## src/rtl/srtc_pkg.sv

```systemverilog
// shared codes and types for the segment region table check block
// no dependencies; imported by the core and its checker
package srtc_pkg;

	// request codes carried on op
	localparam logic [1:0] OP_MAP   = 2'd0;
	localparam logic [1:0] OP_READ  = 2'd1;
	localparam logic [1:0] OP_WRITE = 2'd2;
	localparam logic [1:0] OP_PATCH = 2'd3;

	// result codes carried on status
	localparam logic [2:0] ST_OK       = 3'd0;
	localparam logic [2:0] ST_OVERLAP  = 3'd1;
	localparam logic [2:0] ST_FULL     = 3'd2;
	localparam logic [2:0] ST_NOREGION = 3'd3;
	localparam logic [2:0] ST_NOWRITE  = 3'd4;
	localparam logic [2:0] ST_BOUNDS   = 3'd5;

	// sequencer states, one-hot
	typedef enum logic [3:0] {
		S_IDLE  = 4'b0001,
		S_SCAN  = 4'b0010,
		S_OFFS  = 4'b0100,
		S_CHECK = 4'b1000
	} state_t;

endpackage

```

## src/rtl/segment_region_table_check_core.sv

```systemverilog
// region table with map, read lookup, write/fill and patch checks
// depends on srtc_pkg; checker attached by bind in srtc_checker.sv

// A request is taken when start is high and busy is low, and its single
// result beat shows on the result ports for one cycle with done high; the
// receiver cannot stall it. One compare unit walks the table one entry per
// cycle from the lowest index. A map request stops at the first entry it
// overlaps, else walks all stored regions and adds its own if there is
// room; a lookup stops at the first entry holding the address, else walks
// all stored regions, and on a hit goes on to form offset, then bound. A
// write/fill or patch check with a zero count answers in the next cycle.
// The table needs no clearing pass after reset: only entries below the
// region count are ever read. busy is low while the result beat shows, so
// the next request may start in that cycle.
module segment_region_table_check_core #(
	parameter int REGIONS   = 16,
	parameter int SIZE_BITS = 32
) (
	input  logic        clk,
	input  logic        arst_n,
	input  logic        start,
	output logic        busy,
	input  logic [1:0]  op,
	input  logic [63:0] address,
	input  logic [31:0] length,
	input  logic        may_read,
	input  logic        may_write,
	input  logic        may_execute,
	output logic        done,
	output logic        ok,
	output logic [2:0]  status,
	output logic [3:0]  hit_index,
	output logic [31:0] region_offset,
	output logic [31:0] granted_count,
	output logic        hit_read,
	output logic        hit_write,
	output logic        hit_execute
);
	import srtc_pkg::*;

	localparam int CW = $clog2(REGIONS + 1);
	localparam int IW = (REGIONS > 1) ? $clog2(REGIONS) : 1;
	localparam int XW = (IW > 4) ? IW : 4;
	localparam int LW = (SIZE_BITS > 32) ? SIZE_BITS : 32;
	localparam logic [CW-1:0] FULL_COUNT = CW'(REGIONS);

	// region table memories
	logic [63:0]          base_mem [REGIONS];
	logic [SIZE_BITS-1:0] size_mem [REGIONS];
	logic [2:0]           perm_mem [REGIONS];

	state_t               state_q;
	logic [CW-1:0]        count_q;
	logic [CW-1:0]        rd_idx_q;
	logic                 rd_vld_s1;
	logic [IW-1:0]        rd_idx_s1;
	logic [63:0]          base_s1;
	logic [SIZE_BITS-1:0] size_s1;
	logic [2:0]           perm_s1;

	// captured request
	logic [1:0]           op_q;
	logic [63:0]          addr_q;
	logic [31:0]          len_q;
	logic [SIZE_BITS-1:0] new_size_q;
	logic [2:0]           new_perm_q;
	logic [64:0]          new_end_q;

	// matched region
	logic [IW-1:0]        hit_idx_q;
	logic [SIZE_BITS-1:0] hit_base_q;
	logic [SIZE_BITS-1:0] hit_size_q;
	logic [2:0]           hit_perm_q;
	logic [SIZE_BITS-1:0] off_q;

	// result beat
	logic                 done_q;
	logic                 ok_q;
	logic [2:0]           status_q;
	logic [3:0]           hit_index_q;
	logic [31:0]          offset_q;
	logic [31:0]          granted_q;
	logic [2:0]           perm_out_q;

	logic                 accept;
	logic [LW-1:0]        len_in_w;
	logic [SIZE_BITS-1:0] size_in;
	logic [64:0]          entry_end;
	logic                 overlap;
	logic                 holds;
	logic                 hit_cmp;
	logic                 hit_now;
	logic                 scan_end;
	logic                 map_write;
	logic [SIZE_BITS-1:0] avail;
	logic [LW-1:0]        avail_w;
	logic [LW-1:0]        len_w;
	logic [LW-1:0]        off_w;
	logic [XW-1:0]        idx_rd_w;
	logic [XW-1:0]        idx_hit_w;
	logic [XW-1:0]        idx_cnt_w;

	assign accept = start && (state_q == S_IDLE);
	assign busy   = (state_q != S_IDLE);

	// size of a new region keeps the low SIZE_BITS bits of length
	assign len_in_w = LW'(length);
	assign size_in  = len_in_w[SIZE_BITS-1:0];

	// shared compare unit: entry end without wrap, then both bounds
	assign entry_end = {1'b0, base_s1} + 65'(size_s1);
	assign overlap   = ({1'b0, base_s1} < new_end_q) && ({1'b0, addr_q} < entry_end);
	assign holds     = (addr_q >= base_s1) && ({1'b0, addr_q} < entry_end);
	assign hit_cmp   = (op_q == OP_MAP) ? overlap : holds;
	assign hit_now   = (state_q == S_SCAN) && rd_vld_s1 && hit_cmp;
	assign scan_end  = (state_q == S_SCAN) && !hit_now && (rd_idx_q == count_q);
	assign map_write = scan_end && (op_q == OP_MAP) && (count_q < FULL_COUNT);

	// bytes left in the matched region
	assign avail   = hit_size_q - off_q;
	assign avail_w = LW'(avail);
	assign len_w   = LW'(len_q);
	assign off_w   = LW'(off_q);

	assign idx_rd_w  = XW'(rd_idx_s1);
	assign idx_hit_w = XW'(hit_idx_q);
	assign idx_cnt_w = XW'(count_q);

	// table write and registered table read
	always_ff @(posedge clk) begin
		if (map_write) begin
			base_mem[count_q[IW-1:0]] <= addr_q;
			size_mem[count_q[IW-1:0]] <= new_size_q;
			perm_mem[count_q[IW-1:0]] <= new_perm_q;
		end
		base_s1 <= base_mem[rd_idx_q[IW-1:0]];
		size_s1 <= size_mem[rd_idx_q[IW-1:0]];
		perm_s1 <= perm_mem[rd_idx_q[IW-1:0]];
	end

	// sequencer control
	always_ff @(posedge clk or negedge arst_n) begin
		if (!arst_n) begin
			state_q   <= S_IDLE;
			count_q   <= '0;
			rd_idx_q  <= '0;
			rd_vld_s1 <= 1'b0;
			done_q    <= 1'b0;
		end else begin
			done_q    <= 1'b0;
			rd_vld_s1 <= 1'b0;
			unique case (state_q)
				S_IDLE: begin
					rd_idx_q <= '0;
					if (accept) begin
						if (op != OP_MAP && op != OP_READ && length == 32'd0) begin
							done_q <= 1'b1;
						end else begin
							state_q <= S_SCAN;
						end
					end
				end
				S_SCAN: begin
					if (hit_now) begin
						if (op_q == OP_MAP) begin
							state_q <= S_IDLE;
							done_q  <= 1'b1;
						end else begin
							state_q <= S_OFFS;
						end
					end else if (scan_end) begin
						state_q <= S_IDLE;
						done_q  <= 1'b1;
						if (map_write) begin
							count_q <= count_q + CW'(1);
						end
					end else begin
						rd_idx_q  <= rd_idx_q + CW'(1);
						rd_vld_s1 <= 1'b1;
					end
				end
				S_OFFS: begin
					state_q <= S_CHECK;
				end
				S_CHECK: begin
					state_q <= S_IDLE;
					done_q  <= 1'b1;
				end
				default: begin
					state_q <= S_IDLE;
				end
			endcase
		end
	end

	// request capture, hit capture and result payload
	always_ff @(posedge clk) begin
		rd_idx_s1 <= rd_idx_q[IW-1:0];
		if (accept) begin
			op_q       <= op;
			addr_q     <= address;
			len_q      <= length;
			new_size_q <= size_in;
			new_perm_q <= {may_execute, may_write, may_read};
			new_end_q  <= {1'b0, address} + 65'(size_in);
			// zero-count write/fill or patch answers at once
			ok_q        <= 1'b1;
			status_q    <= ST_OK;
			hit_index_q <= '0;
			offset_q    <= '0;
			granted_q   <= '0;
			perm_out_q  <= '0;
		end
		if (hit_now) begin
			hit_idx_q  <= rd_idx_s1;
			hit_base_q <= base_s1[SIZE_BITS-1:0];
			hit_size_q <= size_s1;
			hit_perm_q <= perm_s1;
			if (op_q == OP_MAP) begin
				ok_q        <= 1'b0;
				status_q    <= ST_OVERLAP;
				hit_index_q <= idx_rd_w[3:0];
				offset_q    <= '0;
				granted_q   <= '0;
				perm_out_q  <= '0;
			end
		end
		if (scan_end) begin
			offset_q  <= '0;
			granted_q <= '0;
			if (op_q != OP_MAP) begin
				ok_q        <= 1'b0;
				status_q    <= ST_NOREGION;
				hit_index_q <= '0;
				perm_out_q  <= '0;
			end else if (map_write) begin
				ok_q        <= 1'b1;
				status_q    <= ST_OK;
				hit_index_q <= idx_cnt_w[3:0];
				perm_out_q  <= new_perm_q;
			end else begin
				ok_q        <= 1'b0;
				status_q    <= ST_FULL;
				hit_index_q <= '0;
				perm_out_q  <= '0;
			end
		end
		// offset fits in SIZE_BITS since it stays below the region size
		if (state_q == S_OFFS) begin
			off_q <= addr_q[SIZE_BITS-1:0] - hit_base_q;
		end
		if (state_q == S_CHECK) begin
			hit_index_q <= idx_hit_w[3:0];
			offset_q    <= off_w[31:0];
			perm_out_q  <= hit_perm_q;
			if (op_q == OP_READ) begin
				ok_q      <= 1'b1;
				status_q  <= ST_OK;
				granted_q <= (len_w < avail_w) ? len_q : avail_w[31:0];
			end else if (op_q == OP_WRITE && !hit_perm_q[1]) begin
				ok_q      <= 1'b0;
				status_q  <= ST_NOWRITE;
				granted_q <= '0;
			end else if (len_w > avail_w) begin
				ok_q      <= 1'b0;
				status_q  <= ST_BOUNDS;
				granted_q <= '0;
			end else begin
				ok_q      <= 1'b1;
				status_q  <= ST_OK;
				granted_q <= len_q;
			end
		end
	end

	assign done          = done_q;
	assign ok            = ok_q;
	assign status        = status_q;
	assign hit_index     = hit_index_q;
	assign region_offset = offset_q;
	assign granted_count = granted_q;
	assign hit_read      = perm_out_q[0];
	assign hit_write     = perm_out_q[1];
	assign hit_execute   = perm_out_q[2];

endmodule

```

## config.mk

```make
export PLATFORM = sky130hd
export DESIGN_NAME = segment_region_table_check_core
export DESIGN_NICKNAME = d
export VERILOG_FILES = /design/src/rtl/srtc_pkg.sv /design/src/rtl/segment_region_table_check_core.sv
export SDC_FILE = /design/constraint.sdc
export NUM_CORES = 2
export LEC_CHECK = 0
export BUFFER_PORTS_ARGS = -buffer_cell sky130_fd_sc_hd__buf_2
export CAP_MARGIN = 5
export CORE_UTILIZATION = 57
export CTS_CLUSTER_SIZE = 24
export DETAILED_ROUTE_END_ITERATION = 7
export PLACE_DENSITY_LB_ADDON = 0.1
export SLEW_MARGIN = 20
export SYNTH_ARGS = -nofsm -noshare
export SYNTH_HDL_FRONTEND = slang
export SYNTH_SLANG_ARGS = --single-unit
```

## constraint.sdc

```tcl
create_clock -name clk -period 14.6 [get_ports clk]
set_input_delay 2.92 -clock clk [delete_from_list [all_inputs] [get_ports clk]]
set_output_delay 2.92 -clock clk [all_outputs]
set_load 0.005 [all_outputs]
```

==> flow_summary.ini <==
[pwr]
vdd_ir_drop_max_mv = 0.117
totalPowerFinal_uw = 15400
powerDensity_nw_per_um2 = 161
leakagePower_uw = 0.0328

[hold_path]
hold_class = register to register

[sta]
fmax_ghz = 0.108
slew_viol_final = 0
max-slew-margin-rel = 0.199
worst_pin_slew_ns = 1.19
min_period_ns = 9.27
hold_viol_final = 0
finalCritPeriodShare = 0.635
fin_worst_skew_ns = 0.0376
rsz0062_at_grt = false
finalSetupTns_ns = 0
setup-violations-final = 0

[floorplanning]
die_h_um = 390
die_w_um = 390
start_util = 0.574
ioPinCount = 181
die_area_um2 = 152000
row_count = 142
design.core.area_um2 = 150000

[drt]
avgViaCountPerCell = 6.35
ant_nets = 0
routed-via-count = 46000
drc = 0
first_iter_violations = 4788
routedWlPerCell_um = 30.4
firstDrtPassIters = 5
drt_wl_total_um = 220000

[global_routing]
grt_use_total = 0.292
grt_pass1_wl_um = 317000
grt_overflow = 0
grt_pass1_vias = 45400
antenna_found_initial = 12
grt_max_degree = 100

[cts]
cts_root_buffer = clkbuf_16
cts-hold-fix-buffers = 0
cts_setup_buffers = 0
clockBufferDepth = 3
cts_max_level = 4
cts_tree = built
clk_latency_ns = 0.82
numClockSinks = 2047
cts_inserted_buffers = 201
clkTransAtPathRegs_ns = 0.07
cts_resized = 0

[critical_path]
arrival_ns = 9.69
cp_data_required_time_ns = 15.02
critical_path.top_delay_family = compound AO/OA/AOI/OAI gates
cp_slowest_stage_delay_ns = 0.75
critPathBufInv = 5
cp_slowest_cell = a21boi_1
critPathCaptureType = register
cp_common_cell = buf_4
worstSetupPathType = register to register
start_kind = register
path_max_fanout = 43

[layout]
final_nets = 5503
drive_gt1_frac = 0.206
fill_cells = 10400
post-route-util = 0.641
synthToLayoutAreaGrowth_pct = 11.6

[synth]
ys_seq_area_frac = 0.693
synth.cell_area_um2 = 86000
async_flop_share = 0.00782
synth-edff-count = 1853
synth_area_leaders = edfxtp_1 (65%), mux4_2 (13%), ha_1 (5.1%)
ys_seq_elements = 2047
yosys.area.top_type = edfxtp_1
netlist.area_leader.share = 0.647
yosysMostFrequentCell = edfxtp_1
syn_area_per_cell_um2 = 18.1
syn_nets = 5203
synth-main-ff-cell = edfxtp_1
synth_cell_types = 82
synth_top_cells_by_count = edfxtp_1 (1,853), mux4_2 (495), ha_1 (353)
yosys_warnings = 0
synth_cells = 4742

[run_status]
outcome = complete, no violations

[job]
cap_violations = 0

[place]
port-buffer-count = 180
gp_congestion = 0.924
hpwl_um = 139000
-- sequential cells by signal, summed over array words and instances, names as in the netlist, 32 cells and up --
signal	count
size_mem	512
granted_count	32
addr_q	64
new_size_q	32
hit_base_q	32
new_end_q	65
region_offset	32
perm_mem	48
off_q	32
hit_size_q	32
base_mem	1024
size_s1	32
base_s1	64
-- power breakdown --
part	total [uW]	leakage [uW]	switching (uW)	internal (uW)
sequential	7330	0.0184	470	6860
combinational	3030	0.0113	1690	1330
clock	5080	0.00314	2230	2850
-- cell type report --
type / count / area (um^2) / share of cell area
diodes: 4 / 10.0 / 0.000104
clock buffers: 275 / 5460 / 0.0569
clock inverters: 104 / 1020 / 0.0106
inverters: 257 / 972 / 0.0101
multi-input cells: 2290 / 24900 / 0.259
flip-flops and latches: 2047 / 59600 / 0.621
well taps: 2016 / 2520 / 0.0263
repair buffers: 245 / 1470 / 0.0153
-- path summary, 6_finish.rpt --
check | from | end | slack [ns] | cells after the start
worst max-delay path | base_s1[0]$_DFF_P_ | base_mem[3][27]$_DFFE_PP_ | 5.33 | 28
worst min-delay path | perm_s1[2]$_DFF_P_ | hit_perm_q[2]$_DFFE_PN_ | 0.42 | 0
worst min register to register | perm_s1[2]$_DFF_P_ | hit_perm_q[2]$_DFFE_PN_ | 0.42 | 0
min in group asynchronous | arst_n | done$_DFF_PN0_ | 2.03 | 1
worst max register to register | base_s1[0]$_DFF_P_ | base_mem[3][27]$_DFFE_PP_ | 5.33 | 28
max in group asynchronous | arst_n | rd_idx_q[1]$_DFFE_PN0P_ | 12.22 | 1
-- layout by cell type (no fill, tap or decap), types with 15 or more instances in the layout --
cell / Yosys / routed
clkbuf_1: 114 / 62
a21o_1: 80 / 80
clkinv_2: 0 / 28
and3_1: 32 / 27
mux4_2: 495 / 495
nand4_1: 50 / 50
nand2b_1: 29 / 29
a211oi_1: 32 / 32
xor2_1: 68 / 68
ha_1: 353 / 353
nand2_1: 118 / 118
o211ai_1: 27 / 27
nand3_1: 72 / 72
inv_1: 256 / 255
a22o_1: 39 / 39
o21a_1: 26 / 26
buf_2: 3 / 180
clkinv_1: 1 / 43
xnor2_1: 109 / 109
clkbuf_16: 0 / 204
o21ai_0: 108 / 108
nor3_1: 45 / 45
a31oi_1: 27 / 26
a21oi_1: 178 / 178
o31ai_1: 15 / 15
o2bb2ai_1: 25 / 25
edfxtp_1: 1853 / 1853
buf_4: 0 / 58
nor4_1: 19 / 17
nor2_1: 125 / 125
dfxtp_1: 178 / 178
-- metrics by stage --
step / area [um^2] / hold slack (ns) / worst slack, ns / instances
2_1_floorplan: 86000 / 0.345 / 0.818 / 4742
4_1_cts: 96000 / 0.414 / 5.41 / 7233
5_1_grt: 96000 / 0.423 / 4.94 / 7234
3_3_place_gp: 89500 / 0.390 / 5.71 / 6854
3_5_place_dp: 89500 / 0.392 / 5.51 / 6854
6_report: 96000 / 0.423 / 5.33 / 7238
-- per-layer routing --
| layer | track usage | wire [um] | share of wire | vias up |
|---|---|---|---|---|
| li1 | - | - | - | 19800 |
| met1 | 0.416 | 90300 | 0.41 | 24100 |
| met2 | 0.471 | 107000 | 0.49 | 1787 |
| met3 | 0.0433 | 15700 | 0.071 | 328 |
| met4 | 0.0926 | 7160 | 0.033 | 8 |
| met5 | 0 | 51 | 0.00023 | - |
-- cell families after synthesis --
group,count (synthesis),share of synthesized area
buffers and inverters,405,0.0185
adders and majority gates,357,0.0523
muxes,499,0.130
DFF,2047,0.693
xor gates and xnor gates,177,0.0180
and+or+nand+nor,590,0.0353
AOI/OAI and AO/OA,667,0.0527
Note: power is estimated with default switching activity, not from simulation.
